[src/rtl/core/sblc_pkg.sv]
// Package: shared constants, result codes and sequencer states of the LRU tag store.
`timescale 1ns / 1ps
`default_nettype none
package sblc_pkg;

    localparam int ENTRIES_DEF  = 16;
    localparam int KEY_BITS_DEF = 16;

    localparam int SIZE_W = 32;
    localparam int VKEY_W = 16;
    localparam int KIND_W = 3;

    localparam logic [SIZE_W-1:0] BUDGET_RESET = 32'd16777216;

    localparam logic [KIND_W-1:0] KIND_HIT     = 3'd0;
    localparam logic [KIND_W-1:0] KIND_LOADED  = 3'd1;
    localparam logic [KIND_W-1:0] KIND_OOM     = 3'd2;
    localparam logic [KIND_W-1:0] KIND_EVICT   = 3'd3;
    localparam logic [KIND_W-1:0] KIND_FLUSHED = 3'd4;

    typedef enum logic [2:0] {
        S_IDLE,
        S_FLUSH,
        S_LOOK,
        S_HIT,
        S_CHECK,
        S_SCAN,
        S_DECIDE,
        S_EVICT
    } t_state;

endpackage
`default_nettype wire

[src/rtl/core/sblc_req_if.sv]
// Interface: request channel (action, key, resource size).
`timescale 1ns / 1ps
`default_nettype none
interface sblc_req_if #(
    parameter int KEY_BITS = sblc_pkg::KEY_BITS_DEF
);
    logic                        valid;
    logic                        ready;
    logic                        action;
    logic [KEY_BITS-1:0]         key;
    logic [sblc_pkg::SIZE_W-1:0] resource_size;

    modport source (output valid, action, key, resource_size, input ready);
    modport sink   (input valid, action, key, resource_size, output ready);
endinterface
`default_nettype wire

[src/rtl/core/sblc_rsp_if.sv]
// Interface: result channel (kind, victim, bytes in use, last flag).
`timescale 1ns / 1ps
`default_nettype none
interface sblc_rsp_if;
    logic                        valid;
    logic                        ready;
    logic [sblc_pkg::KIND_W-1:0] kind;
    logic [sblc_pkg::VKEY_W-1:0] victim_key;
    logic [sblc_pkg::SIZE_W-1:0] victim_size;
    logic [sblc_pkg::SIZE_W-1:0] bytes_in_use;
    logic                        last;

    modport source (output valid, kind, victim_key, victim_size, bytes_in_use, last,
                    input ready);
    modport sink   (input valid, kind, victim_key, victim_size, bytes_in_use, last,
                    output ready);
endinterface
`default_nettype wire

[src/rtl/core/sblc_cfg_if.sv]
// Interface: configuration write channel for the byte budget.
`timescale 1ns / 1ps
`default_nettype none
interface sblc_cfg_if;
    logic                        valid;
    logic                        ready;
    logic [sblc_pkg::SIZE_W-1:0] budget_bytes;

    modport source (output valid, budget_bytes, input ready);
    modport sink   (input valid, budget_bytes, output ready);
endinterface
`default_nettype wire

[src/rtl/core/size_budget_lru_cache_top.sv]
// Top level: byte-budgeted LRU cache tag store with a sequential entry walker.
// Usage:
//   i_req  - request transactions: action 0 looks up key (size used on a miss),
//            action 1 flushes every entry. Ready only while the sequencer idles.
//   o_rsp  - result transactions: one or more per request, the final one flagged
//            by last. Eviction notices (kind 3) precede the load or failure result.
//   i_cfg  - budget write channel, always ready; write it only while idle.
// Walk: the tag RAM has one read port, so lookup and LRU search walk one entry
//   per cycle; a load runs a fresh search after each eviction notice.
// The result register frees the request side: a new request is taken while the
// final result of the previous one still waits. When the receiver stalls, the
// sequencer holds at the next result until the register drains.
// Reset (synchronous, active low) empties the cache, zeroes bytes in use and
// restores the budget to 16 MiB. Key and size storage need no clearing pass:
// entries are read only while their valid bit is set.
`timescale 1ns / 1ps
`default_nettype none
module size_budget_lru_cache_top #(
    parameter int ENTRIES  = sblc_pkg::ENTRIES_DEF,
    parameter int KEY_BITS = sblc_pkg::KEY_BITS_DEF
) (
    input  wire logic  i_clk,
    input  wire logic  i_rst_n,
    sblc_req_if.sink   i_req,
    sblc_rsp_if.source o_rsp,
    sblc_cfg_if.sink   i_cfg
);
    localparam int IW    = $clog2(ENTRIES);
    localparam int SW    = sblc_pkg::SIZE_W;
    localparam int RAM_W = KEY_BITS + SW;
    localparam logic [IW-1:0] LAST_IDX = IW'(ENTRIES - 1);
    localparam logic [IW:0]   MAX_NOTES = (IW + 1)'(ENTRIES);

    // Sequencer and request registers
    sblc_pkg::t_state r_state, n_state;
    logic [KEY_BITS-1:0] r_key, n_key;
    logic [SW-1:0]       r_size, n_size;
    logic [SW-1:0]       r_budget, n_budget;
    logic [SW-1:0]       r_used, n_used;

    // Walk state
    logic [IW-1:0] r_idx, n_idx;
    logic [IW-1:0] r_pidx, n_pidx;
    logic          r_pend, n_pend;
    logic [IW-1:0] r_hit_idx, n_hit_idx;
    logic          r_free_found, n_free_found;
    logic [IW-1:0] r_free_idx, n_free_idx;
    logic          r_vic_found, n_vic_found;
    logic [IW-1:0] r_vic_idx, n_vic_idx;
    logic [IW-1:0] r_vic_age, n_vic_age;
    logic [IW:0]   r_notes, n_notes;

    // Per-entry valid bits and recency ranks (0 = most recent)
    logic [ENTRIES-1:0] r_valid, n_valid;
    logic [IW-1:0]      r_age [ENTRIES];
    logic [IW-1:0]      n_age [ENTRIES];

    // Result register
    logic                          r_out_valid, n_out_valid;
    logic [sblc_pkg::KIND_W-1:0]   r_kind, n_kind;
    logic [sblc_pkg::VKEY_W-1:0]   r_vkey, n_vkey;
    logic [SW-1:0]                 r_vsize, n_vsize;
    logic [SW-1:0]                 r_bytes, n_bytes;
    logic                          r_last, n_last;

    // Tag RAM
    logic             ram_we;
    logic [IW-1:0]    ram_waddr;
    logic [RAM_W-1:0] ram_wdata;
    logic [IW-1:0]    ram_raddr;
    logic [RAM_W-1:0] ram_rdata;

    logic                  req_take;
    logic                  can_emit;
    logic                  key_match;
    logic                  look_done;
    logic                  fits;
    logic                  give_up;
    logic [KEY_BITS-1:0]   rd_key;
    logic [SW-1:0]         rd_size;
    logic [KEY_BITS+15:0]  rd_key_ext;
    logic [SW-1:0]         used_less;

    sblc_ram #(
        .WIDTH (RAM_W),
        .DEPTH (ENTRIES)
    ) u_tag_ram (
        .i_clk   (i_clk),
        .i_we    (ram_we),
        .i_waddr (ram_waddr),
        .i_wdata (ram_wdata),
        .i_raddr (ram_raddr),
        .o_rdata (ram_rdata)
    );

    assign i_req.ready  = (r_state == sblc_pkg::S_IDLE);
    assign i_cfg.ready  = 1'b1;
    assign req_take     = i_req.valid && i_req.ready;

    assign o_rsp.valid        = r_out_valid;
    assign o_rsp.kind         = r_kind;
    assign o_rsp.victim_key   = r_vkey;
    assign o_rsp.victim_size  = r_vsize;
    assign o_rsp.bytes_in_use = r_bytes;
    assign o_rsp.last         = r_last;

    // A result may be loaded when the register is empty or drains this cycle
    assign can_emit = !r_out_valid || o_rsp.ready;

    assign rd_key     = ram_rdata[RAM_W-1:SW];
    assign rd_size    = ram_rdata[SW-1:0];
    assign rd_key_ext = {16'b0, rd_key};

    assign key_match = r_pend && r_valid[r_pidx] && (rd_key == r_key);
    assign look_done = r_pend && (r_pidx == LAST_IDX);
    // Room left is zero when use already meets or exceeds the budget
    assign fits      = r_free_found &&
                       (r_size <= ((r_used >= r_budget) ? '0 : r_budget - r_used));
    assign give_up   = !r_vic_found || (r_notes >= MAX_NOTES);
    assign used_less = (r_used >= rd_size) ? r_used - rd_size : '0;

    // Walk the RAM by index during lookup, else hold the victim address
    assign ram_raddr = (r_state == sblc_pkg::S_LOOK) ? r_idx : r_vic_idx;

    // Next state
    always_comb begin
        n_state = r_state;
        unique case (r_state)
            sblc_pkg::S_IDLE: begin
                if (req_take) begin
                    n_state = i_req.action ? sblc_pkg::S_FLUSH : sblc_pkg::S_LOOK;
                end
            end
            sblc_pkg::S_FLUSH: begin
                if (can_emit) begin
                    n_state = sblc_pkg::S_IDLE;
                end
            end
            sblc_pkg::S_LOOK: begin
                if (key_match) begin
                    n_state = sblc_pkg::S_HIT;
                end else if (look_done) begin
                    n_state = sblc_pkg::S_CHECK;
                end
            end
            sblc_pkg::S_HIT: begin
                if (can_emit) begin
                    n_state = sblc_pkg::S_IDLE;
                end
            end
            sblc_pkg::S_CHECK: begin
                if (r_size > r_budget) begin
                    if (can_emit) begin
                        n_state = sblc_pkg::S_IDLE;
                    end
                end else begin
                    n_state = sblc_pkg::S_SCAN;
                end
            end
            sblc_pkg::S_SCAN: begin
                if (r_idx == LAST_IDX) begin
                    n_state = sblc_pkg::S_DECIDE;
                end
            end
            sblc_pkg::S_DECIDE: begin
                if (fits || give_up) begin
                    if (can_emit) begin
                        n_state = sblc_pkg::S_IDLE;
                    end
                end else begin
                    n_state = sblc_pkg::S_EVICT;
                end
            end
            sblc_pkg::S_EVICT: begin
                if (can_emit) begin
                    n_state = sblc_pkg::S_SCAN;
                end
            end
            default: n_state = sblc_pkg::S_IDLE;
        endcase
    end

    // Datapath and outputs
    always_comb begin
        n_key        = r_key;
        n_size       = r_size;
        n_budget     = r_budget;
        n_used       = r_used;
        n_idx        = r_idx;
        n_pidx       = r_pidx;
        n_pend       = r_pend;
        n_hit_idx    = r_hit_idx;
        n_free_found = r_free_found;
        n_free_idx   = r_free_idx;
        n_vic_found  = r_vic_found;
        n_vic_idx    = r_vic_idx;
        n_vic_age    = r_vic_age;
        n_notes      = r_notes;
        n_valid      = r_valid;
        n_age        = r_age;
        n_out_valid  = r_out_valid && !o_rsp.ready;
        n_kind       = r_kind;
        n_vkey       = r_vkey;
        n_vsize      = r_vsize;
        n_bytes      = r_bytes;
        n_last       = r_last;
        ram_we       = 1'b0;
        ram_waddr    = r_free_idx;
        ram_wdata    = {r_key, r_size};

        if (i_cfg.valid && i_cfg.ready) begin
            n_budget = i_cfg.budget_bytes;
        end

        unique case (r_state)
            sblc_pkg::S_IDLE: begin
                if (req_take) begin
                    n_key    = i_req.key;
                    n_size   = i_req.resource_size;
                    n_idx    = '0;
                    n_pend   = 1'b0;
                    n_notes  = '0;
                end
            end
            sblc_pkg::S_FLUSH: begin
                if (can_emit) begin
                    n_valid     = '0;
                    n_used      = '0;
                    n_out_valid = 1'b1;
                    n_kind      = sblc_pkg::KIND_FLUSHED;
                    n_vkey      = '0;
                    n_vsize     = '0;
                    n_bytes     = '0;
                    n_last      = 1'b1;
                end
            end
            sblc_pkg::S_LOOK: begin
                // Issue the next read while comparing the previous one
                n_pidx    = r_idx;
                n_pend    = 1'b1;
                n_idx     = r_idx + IW'(1);
                n_hit_idx = r_pidx;
            end
            sblc_pkg::S_HIT: begin
                if (can_emit) begin
                    // Promote the hit entry; age the more recent ones by one
                    for (int i = 0; i < ENTRIES; i++) begin
                        if (r_valid[i] && (IW'(i) != r_hit_idx) &&
                            (r_age[i] < r_age[r_hit_idx])) begin
                            n_age[i] = r_age[i] + IW'(1);
                        end
                    end
                    n_age[r_hit_idx] = '0;
                    n_out_valid = 1'b1;
                    n_kind      = sblc_pkg::KIND_HIT;
                    n_vkey      = '0;
                    n_vsize     = '0;
                    n_bytes     = r_used;
                    n_last      = 1'b1;
                end
            end
            sblc_pkg::S_CHECK: begin
                if (r_size > r_budget) begin
                    if (can_emit) begin
                        n_out_valid = 1'b1;
                        n_kind      = sblc_pkg::KIND_OOM;
                        n_vkey      = '0;
                        n_vsize     = '0;
                        n_bytes     = r_used;
                        n_last      = 1'b1;
                    end
                end else begin
                    n_idx        = '0;
                    n_free_found = 1'b0;
                    n_vic_found  = 1'b0;
                end
            end
            sblc_pkg::S_SCAN: begin
                // Track first free slot and oldest valid entry
                if (!r_valid[r_idx]) begin
                    if (!r_free_found) begin
                        n_free_found = 1'b1;
                        n_free_idx   = r_idx;
                    end
                end else if (!r_vic_found || (r_age[r_idx] > r_vic_age)) begin
                    n_vic_found = 1'b1;
                    n_vic_idx   = r_idx;
                    n_vic_age   = r_age[r_idx];
                end
                n_idx = r_idx + IW'(1);
            end
            sblc_pkg::S_DECIDE: begin
                if (fits) begin
                    if (can_emit) begin
                        for (int i = 0; i < ENTRIES; i++) begin
                            if (r_valid[i]) begin
                                n_age[i] = r_age[i] + IW'(1);
                            end
                        end
                        n_age[r_free_idx]   = '0;
                        n_valid[r_free_idx] = 1'b1;
                        ram_we      = 1'b1;
                        n_used      = r_used + r_size;
                        n_out_valid = 1'b1;
                        n_kind      = sblc_pkg::KIND_LOADED;
                        n_vkey      = '0;
                        n_vsize     = '0;
                        n_bytes     = r_used + r_size;
                        n_last      = 1'b1;
                    end
                end else if (give_up) begin
                    if (can_emit) begin
                        n_out_valid = 1'b1;
                        n_kind      = sblc_pkg::KIND_OOM;
                        n_vkey      = '0;
                        n_vsize     = '0;
                        n_bytes     = r_used;
                        n_last      = 1'b1;
                    end
                end
            end
            sblc_pkg::S_EVICT: begin
                if (can_emit) begin
                    // Drop the victim and take its bytes off the bytes in use
                    n_valid[r_vic_idx] = 1'b0;
                    n_used       = used_less;
                    n_notes      = r_notes + (IW + 1)'(1);
                    n_out_valid  = 1'b1;
                    n_kind       = sblc_pkg::KIND_EVICT;
                    n_vkey       = rd_key_ext[15:0];
                    n_vsize      = rd_size;
                    n_bytes      = used_less;
                    n_last       = 1'b0;
                    n_idx        = '0;
                    n_free_found = 1'b0;
                    n_vic_found  = 1'b0;
                end
            end
            default: begin
                n_out_valid = r_out_valid && !o_rsp.ready;
            end
        endcase
    end

    // Control state
    always_ff @(posedge i_clk) begin
        if (!i_rst_n) begin
            r_state     <= sblc_pkg::S_IDLE;
            r_budget    <= sblc_pkg::BUDGET_RESET;
            r_used      <= '0;
            r_valid     <= '0;
            r_out_valid <= 1'b0;
            r_pend      <= 1'b0;
            r_notes     <= '0;
            for (int i = 0; i < ENTRIES; i++) begin
                r_age[i] <= '0;
            end
        end else begin
            r_state     <= n_state;
            r_budget    <= n_budget;
            r_used      <= n_used;
            r_valid     <= n_valid;
            r_out_valid <= n_out_valid;
            r_pend      <= n_pend;
            r_notes     <= n_notes;
            r_age       <= n_age;
        end
    end

    // Payload and walk registers
    always_ff @(posedge i_clk) begin
        r_key        <= n_key;
        r_size       <= n_size;
        r_idx        <= n_idx;
        r_pidx       <= n_pidx;
        r_hit_idx    <= n_hit_idx;
        r_free_found <= n_free_found;
        r_free_idx   <= n_free_idx;
        r_vic_found  <= n_vic_found;
        r_vic_idx    <= n_vic_idx;
        r_vic_age    <= n_vic_age;
        r_kind       <= n_kind;
        r_vkey       <= n_vkey;
        r_vsize      <= n_vsize;
        r_bytes      <= n_bytes;
        r_last       <= n_last;
    end

endmodule
`default_nettype wire

[src/rtl/core/sblc_ram.sv]
// Generic single-write, single-read RAM with registered read data.
`timescale 1ns / 1ps
`default_nettype none
module sblc_ram #(
    parameter int WIDTH = 8,
    parameter int DEPTH = 16
) (
    input  wire logic                     i_clk,
    input  wire logic                     i_we,
    input  wire logic [$clog2(DEPTH)-1:0] i_waddr,
    input  wire logic [WIDTH-1:0]         i_wdata,
    input  wire logic [$clog2(DEPTH)-1:0] i_raddr,
    output logic      [WIDTH-1:0]         o_rdata
);
    logic [WIDTH-1:0] r_mem [DEPTH];

    always_ff @(posedge i_clk) begin
        if (i_we) begin
            r_mem[i_waddr] <= i_wdata;
        end
        o_rdata <= r_mem[i_raddr];
    end
endmodule
`default_nettype wire

[src/flat_wrapper.sv]
// flat-port wrapper written by rule: the top's interface ports become plain ports
module size_budget_lru_cache_top_flat 
#(
    parameter int ENTRIES  = sblc_pkg::ENTRIES_DEF,
    parameter int KEY_BITS = sblc_pkg::KEY_BITS_DEF
)
  (i_clk, i_rst_n, i_req_valid, i_req_action, i_req_key, i_req_resource_size, i_req_ready, o_rsp_valid, o_rsp_kind, o_rsp_victim_key, o_rsp_victim_size, o_rsp_bytes_in_use, o_rsp_last, o_rsp_ready, i_cfg_valid, i_cfg_budget_bytes, i_cfg_ready);
  sblc_req_if #(.KEY_BITS(KEY_BITS)) i_req_i ();
  sblc_rsp_if o_rsp_i ();
  sblc_cfg_if i_cfg_i ();
  input  wire logic i_clk;
  input  wire logic i_rst_n;
  input wire logic [$bits(i_req_i.valid)-1:0] i_req_valid;
  input wire logic [$bits(i_req_i.action)-1:0] i_req_action;
  input wire logic [$bits(i_req_i.key)-1:0] i_req_key;
  input wire logic [$bits(i_req_i.resource_size)-1:0] i_req_resource_size;
  output wire logic [$bits(i_req_i.ready)-1:0] i_req_ready;
  output wire logic [$bits(o_rsp_i.valid)-1:0] o_rsp_valid;
  output wire logic [$bits(o_rsp_i.kind)-1:0] o_rsp_kind;
  output wire logic [$bits(o_rsp_i.victim_key)-1:0] o_rsp_victim_key;
  output wire logic [$bits(o_rsp_i.victim_size)-1:0] o_rsp_victim_size;
  output wire logic [$bits(o_rsp_i.bytes_in_use)-1:0] o_rsp_bytes_in_use;
  output wire logic [$bits(o_rsp_i.last)-1:0] o_rsp_last;
  input wire logic [$bits(o_rsp_i.ready)-1:0] o_rsp_ready;
  input wire logic [$bits(i_cfg_i.valid)-1:0] i_cfg_valid;
  input wire logic [$bits(i_cfg_i.budget_bytes)-1:0] i_cfg_budget_bytes;
  output wire logic [$bits(i_cfg_i.ready)-1:0] i_cfg_ready;
  assign i_req_i.valid = i_req_valid;
  assign i_req_i.action = i_req_action;
  assign i_req_i.key = i_req_key;
  assign i_req_i.resource_size = i_req_resource_size;
  assign i_req_ready = i_req_i.ready;
  assign o_rsp_valid = o_rsp_i.valid;
  assign o_rsp_kind = o_rsp_i.kind;
  assign o_rsp_victim_key = o_rsp_i.victim_key;
  assign o_rsp_victim_size = o_rsp_i.victim_size;
  assign o_rsp_bytes_in_use = o_rsp_i.bytes_in_use;
  assign o_rsp_last = o_rsp_i.last;
  assign o_rsp_i.ready = o_rsp_ready;
  assign i_cfg_i.valid = i_cfg_valid;
  assign i_cfg_i.budget_bytes = i_cfg_budget_bytes;
  assign i_cfg_ready = i_cfg_i.ready;
  size_budget_lru_cache_top #(.ENTRIES(ENTRIES), .KEY_BITS(KEY_BITS)) u_core (.i_clk(i_clk), .i_rst_n(i_rst_n), .i_req(i_req_i), .o_rsp(o_rsp_i), .i_cfg(i_cfg_i));
endmodule
[config.mk]
export PLATFORM = sky130hd
export DESIGN_NAME = size_budget_lru_cache_top_flat
export DESIGN_NICKNAME = d
export VERILOG_FILES = /design/src/rtl/core/sblc_pkg.sv /design/src/rtl/core/sblc_req_if.sv /design/src/rtl/core/sblc_rsp_if.sv /design/src/rtl/core/sblc_cfg_if.sv /design/src/rtl/core/size_budget_lru_cache_top.sv /design/src/rtl/core/sblc_ram.sv /design/src/flat_wrapper.sv
export SDC_FILE = /design/constraint.sdc
export NUM_CORES = 2
export LEC_CHECK = 0
export ABC_CLOCK_PERIOD_IN_PS = 14650
export BUFFER_PORTS_ARGS = -buffer_cell sky130_fd_sc_hd__buf_4
export CORE_MARGIN = 5
export CORE_UTILIZATION = 61
export DETAILED_ROUTE_END_ITERATION = 8
export PLACE_DENSITY = 0.74
export SLEW_MARGIN = 20
export SYNTH_ARGS = -nofsm -noshare
export SYNTH_HDL_FRONTEND = slang
export SYNTH_SLANG_ARGS = --single-unit
[constraint.sdc]
create_clock -name i_clk -period 14.65 [get_ports i_clk]
set_input_delay 0.7325 -clock i_clk [delete_from_list [all_inputs] [get_ports i_clk]]
set_output_delay 0.7325 -clock i_clk [all_outputs]
set_load 0.02 [all_outputs]
# ---- Word-level counts from Yosys, hierarchy flattened
# Memory sizes are Yosys's and may differ from the RTL's. A register that Yosys moved wholly into a read port is not among the register bits.
# Cells that the tools add are included.
dict set report op_classes {
  n_addsub 21
  n_lt_le_gt_ge 33
  eq_ne 40
  muxes 214
  bitwise_logic 12
  n_reduce_logical 76
}
# operator n
set ops {}
lappend ops {{4-bit 2-to-1 mux} 122}
lappend ops {{32-bit 2-to-1 mux} 15}
lappend ops {{64-bit 2-to-1 mux} 3}
lappend ops {{32-bit one-hot mux with 5 select lines} 1}
lappend ops {{16-bit 2-to-1 mux} 9}
lappend ops {{64-bit AND} 2}
lappend ops {{64-bit NOT} 2}
lappend ops {{32-bit one-hot mux with 4 select lines} 1}
lappend ops {{64-bit one-hot mux with 2 select lines} 1}
lappend ops {{32-bit one-hot mux with 3 select lines} 1}
lappend ops {{4-bit by 1-bit adder with 4-bit output, second input constant} 17}
lappend ops {{32-bit greater-or-equal comparator} 2}
lappend ops {{4-bit less-than comparator} 16}
lappend ops {{16-bit one-hot mux with 4 select lines} 1}
lappend ops {{32-bit subtractor} 2}
lappend ops {{3-bit 2-to-1 mux} 16}
lappend ops {{16-bit one-hot mux with 3 select lines} 1}
lappend ops {{1-bit logical AND} 42}
lappend ops {{32-bit adder} 1}
lappend ops {{4-bit binary-select mux with 4-bit select} 2}
lappend ops {{4-bit demux with 4-bit select} 2}
lappend ops {{32-bit greater-than comparator} 1}
lappend ops {{32-bit less-or-equal comparator} 1}
lappend ops {{4-bit != test, first input constant} 8}
lappend ops {{50 further kinds} 127}
dict set report word_totals {
  register_bits 312
  mem_bits_rw 768
  input_bits 86
  output_inout_bits 87
  n_memories 1
}
# memory words word_bits read_ports rd_clocked_by_memory_dff wr line_no
set memory_table {}
lappend memory_table {u_core.u_tag_ram.r_mem 16 48 1 1 1 sblc_ram.sv:15} ;# logic [WIDTH-1:0] r_mem [DEPTH];

# ---- Longest topological paths before layout
dict set report logic_depth {
  ltp_word 12
  depth_mapped 27
  depth_no_buf 23
}

# ---- Cells and area by module
# Synthesis repeated with hierarchy kept, for this count alone.
dict set report hier_totals {
  cells_unflattened 3850
  area_unflattened_um2 53065.9
}
# module instances cells_each area_each_um2 seq_area_each_um2
set modules_own_cells {}
lappend modules_own_cells {sblc_ram 1 1242 29691.0 24023.0}
lappend modules_own_cells {size_budget_lru_cache_top 1 2608 23374.9 7827.5}

# ---- Worst setup path after synthesis
# Ideal clock, no wire load.
dict set report synth_timing {
  kind {register -> register}
  from {reg u_core.r_used[1]}
  to {reg u_core.r_vkey (netlist bit u_core.o_rsp.victim_key[0]) (enable)}
  setup_time_ps 573
  t_arrival_ps 9526
  t_required_ps 14077
  slack_ps 4551
  stages_incl_launch_ff 24
  synth_period_minus_slack_ps 10099
  cell_sequence {dfxtp_1 inv_1 fa_1 a211oi_1 o21bai_1 a2111oi_1 o21bai_1 a211oi_2 o22ai_1 o21ai_0 a21oi_1 clkbuf_1 nand2_1 ha_1 a21o_1 a21o_1 a221o_1 a221oi_2 o21ai_1 o2111ai_1 o211ai_1 and2_1 clkbuf_1 nor4_1}
}
dict set report synth_via {
  elab_chain_cells 6
}
# item line_no
set synth_lines {}
lappend synth_lines {{start, declared} size_budget_lru_cache_top.sv:39} ;# logic [SW-1:0] r_used, n_used;
lappend synth_lines {{start signal, assigned} size_budget_lru_cache_top.sv:361} ;# r_used <= n_used;
lappend synth_lines {{32-bit subtractor or 32-bit greater-or-equal comparator (tied branches)} size_budget_lru_cache_top.sv:118} ;# (r_size <= ((r_used >= r_budget) ? '0 : r_budget - r_used));
lappend synth_lines {{32-bit 2-to-1 mux (*)} size_budget_lru_cache_top.sv:118}
lappend synth_lines {{32-bit less-or-equal comparator (*)} size_budget_lru_cache_top.sv:118}
lappend synth_lines {{1-bit logical AND (*)} size_budget_lru_cache_top.sv:117} ;# assign fits = r_free_found &&
lappend synth_lines {{3-bit by 1-bit != test with 1-bit output (no source line) (*)} -}
lappend synth_lines {{4-bit AND reduction (no source line) (*)} -}
lappend synth_lines {{end signal, assigned} size_budget_lru_cache_top.sv:383} ;# r_vkey <= n_vkey;
lappend synth_lines {{end, declared} size_budget_lru_cache_top.sv:61} ;# logic [sblc_pkg::VKEY_W-1:0] r_vkey, n_vkey;
# Mark *: on every way between the ends. The rest lies on a longest branch, timed or not.
# A chain may end at the register's enable or synchronous reset.

# ---- Final worst setup path
dict set report layout_timing {
  from {reg u_core.r_used[1]}
  to {mem u_core.u_tag_ram.r_mem[4][25] in the netlist's numbering (enable)}
}
dict set report layout_via {
  elab_chain_cells 8
}
# item line_no
set layout_lines {}
lappend layout_lines {{32-bit subtractor or 32-bit greater-or-equal comparator (tied branches)} size_budget_lru_cache_top.sv:118}
lappend layout_lines {{32-bit 2-to-1 mux (*)} size_budget_lru_cache_top.sv:118}
lappend layout_lines {{32-bit less-or-equal comparator (*)} size_budget_lru_cache_top.sv:118}
lappend layout_lines {{1-bit logical AND (*)} size_budget_lru_cache_top.sv:117}
lappend layout_lines {{1-bit 2-to-1 mux (*)} size_budget_lru_cache_top.sv:293} ;# if (fits) begin
lappend layout_lines {{1-bit 2-to-1 mux (*)} size_budget_lru_cache_top.sv:215} ;# unique case (r_state)
lappend layout_lines {{1-bit 2-to-1 mux (*)} sblc_ram.sv:18} ;# if (i_we) begin
lappend layout_lines {{1-bit 2-to-1 mux (implied by the code) (*)} sblc_ram.sv:19} ;# r_mem[i_waddr] <= i_wdata;
lappend layout_lines {{end, declared} sblc_ram.sv:15}
# Marked as above.

==> run metrics <==
post-DR vias/cell=6.573; outcome=finished clean; fin crit share=53.40%; row count=108; P per Cell Area=158.8 nW/um2; Layout area overhead=12.44%; layout cell share with drive strength beyond 1=17.51%; Post-CTS Resized=0; list of most frequent post-synthesis cells=edfxtp_1 (926), nand2_1 (349), mux4_2 (242), nor2_1 (242), ha_1 (229); Setup WS post-layout=6.827 ns; Worst Skew=0.05779 ns; Crit Path Max Fanout=34; FF+latch count, synth=1128; Gate Count Post-Synth=3991; Detailed Routing Iterations Pass 1=8; startpoint types=register; largest net degree at the start of global routing=120; Synth Warn #=0; Main synth FF type=edfxtp_1; Slew @ Worst Pin=1.173 ns; Crit Path Class=reg -> reg; Syn Std Cell Area=53560 um2; Fmax=127.8 MHz; Overall Global Routing Usage=30.38%; FFs w/ async S/R, synth=0%; Max IR drop VDD=0.1271 mV; post-synthesis sequential area ratio=59.46%; post-route cell area=60220 um2; Die Width=306.3 um; Layout Nets=4485; Final Hold Vio Count=0; Max-Cap Viols=0; synthesized area per cell=13.42 um2; DIE AREA=93840 um2; HP Class=in -> reg; Met1 Wirelength=57130 um; post-CTS setup buffer count=0; minimum clock period after layout=7.823 ns; # setup viols final=0; Yosys top cell area share=51.91%; total CTS buffers=113; leakage=0.02133 uW; fillers=5928; crit path capture type=register; Die H=306.3 um; CP Data Required Time=14.96 ns; total wire length=145000 um; wire length per cell=26.74 um; io pins=173; clk sinks=1128; met2 wire len=67620 um; initial core utilization=61.55%; metal3 WL=13300 um; setup TNS=0 ns; antenna-violating nets left=0; dpl ws=6.937 ns; cts hold-fix bufs=0; Port Buffer Count=171; most common cell in the synthesized netlist=edfxtp_1; slew margin rel.=21.82%; final count of pins violating max slew=0; CTS tree=done; DR vias=35640; Detailed Place HPWL=92210 um; unrepaired setup endpoints after global routing=false; CP Data Arrival Time=8.14 ns; Max clock buf depth=3; H-Tree Depth=3; Util after Layout=69.20%; top sig layer=met4; post-synth cell types=94; Iteration-0 DRC Markers=4259; grt ovf=0; Synth area leaders=edfxtp_1 (52%), mux4_2 (10%), dfxtp_1 (7.5%); Syn Nets=4309; Reg clk slew, reported paths=0.06 ns; vias in the first global route=34730; Clk Latency, worst-skew pair=0.70 ns; initial antenna violation count=1; placed inst area=56270 um2; EDFF count, synth=926; CORE AREA=87020 um2; Residual DRC=0; global-route wire length before repair=217000 um; gpl congestion=0.9604; leading area contributor after synthesis=edfxtp_1; clock tree root buffer cell=clkbuf_16
[flip-flops by register name, summed over array words and instances, names as in the netlist, 3 cells and up]
signal	cells
u_core.r_vic_idx	4
u_core.r_free_idx	4
u_core.r_vic_age	4
u_core.r_notes	5
u_core.u_tag_ram.o_rdata	48
u_core.r_used	32
u_core.r_key	16
u_core.u_tag_ram.r_mem	768
u_core.o_rsp.bytes_in_use	32
u_core.r_age	64
u_core.o_rsp.victim_key	16
u_core.r_valid	16
u_core.o_rsp.kind	3
u_core.r_idx	4
u_core.r_size	32
u_core.r_hit_idx	4
u_core.r_budget	32
u_core.r_pidx	4
u_core.o_rsp.victim_size	32
u_core.r_state	3
[kinds of logic (layout without fill, tap and decap cells)]
group	after synthesis	count (layout)	synth area share, %
AO/OA/AOI/OAI	884	884	10.86
XOR/XNOR	88	88	1.439
adder cells (fa/ha/maj)	232	232	5.461
buffers and inverters	356	630	2.749
flip-flops	1128	1128	59.46
multiplexers	284	284	10.96
other	1	3	0.007001
AND/OR/NAND/NOR	1018	1018	9.057
[worst max-delay path, cell delays in order, from the launching register on]
cell,delay (ns)
dfxtp_1,0.50
inv_1,0.16
fa_1,0.50
a211oi_1,0.36
o21bai_1,0.18
a2111oi_1,0.60
o21bai_1,0.23
a211oi_2,0.40
o22ai_1,0.18
o21ai_0,0.22
a21oi_2,0.13
buf_4,0.26
nand2_1,0.10
ha_1,0.23
a21o_1,0.15
a21o_1,0.17
a221o_1,0.35
a221oi_2,0.41
o21ai_1,0.23
nor3_2,0.20
buf_4,0.30
nand2_1,0.08
buf_4,0.28
nor2_4,0.52
buf_4,0.63
[cell type report]
class	instances	area, um2	share of cell area [%]
clock inverters	64	884.6	1.469
multi-input cells	2507	20460	33.97
well taps	1155	1445	2.400
inverters	170	639.4	1.062
clock buffers	149	3043	5.053
diodes	2	5.005	0.008310
repair buffers	247	1896	3.148
flip-flops and latches	1128	31850	52.89
[where the power goes]
group          switching (uW)  total, uW  internal, uW
Sequential                230       4020          3790
Clock                    1260       3050          1790
Combinational            1530       2500           967
[final timing paths]
| kind | startpoint | end | slack [ns] | cells past startpoint |
|---|---|---|---|---|
| hold / removal | i_req_key[15] | u_core.r_key[15] | 0.21 | 1 |
| setup / recovery | u_core.r_used[1] | u_core.u_tag_ram.r_mem[4][25] | 6.83 | 24 |
| hold reg to reg | u_core.r_budget[24] | u_core.r_budget[24] | 0.52 | 2 |
| setup reg to reg | u_core.r_used[1] | u_core.u_tag_ram.r_mem[4][25] | 6.83 | 24 |
[stage by stage]
stage | hold WS (ns) | total power, uW | std cells
after global routing | 0.1763 | 9970 | 5420
after detailed placement | 0.5100 | 6525 | 5206
final | 0.2066 | 9566 | 5422
after global placement | 0.4907 | 6490 | 5206
after floorplan | 0.4244 | 5713 | 3991
after CTS | 0.1660 | 9571 | 5419
[layer usage]
metal / track usage (%) / vias up
li1: - / 15800
met1: 42.00 / 17600
met2: 48.32 / 1906
met3: 5.743 / 331
met4: 12.62 / 0
met5: 0 / -
[cell usage in the layout (no fill, tap or decap), types with 41 or more instances in the layout]
master       n
a211oi_1    75
and2_1      68
a21o_1      79
o21a_1      46
dfxtp_1    202
nor2_1     224
o21ai_0    127
edfxtp_1   926
a21oi_1    185
xnor2_1     55
nor3_1      41
a31oi_1     97
nand3_1     92
nand2b_1    49
mux4_2     242
inv_1      166
ha_1       229
nand2_1    349
clkbuf_16  113
buf_4      243
Note: power is estimated with default switching activity, not from simulation.
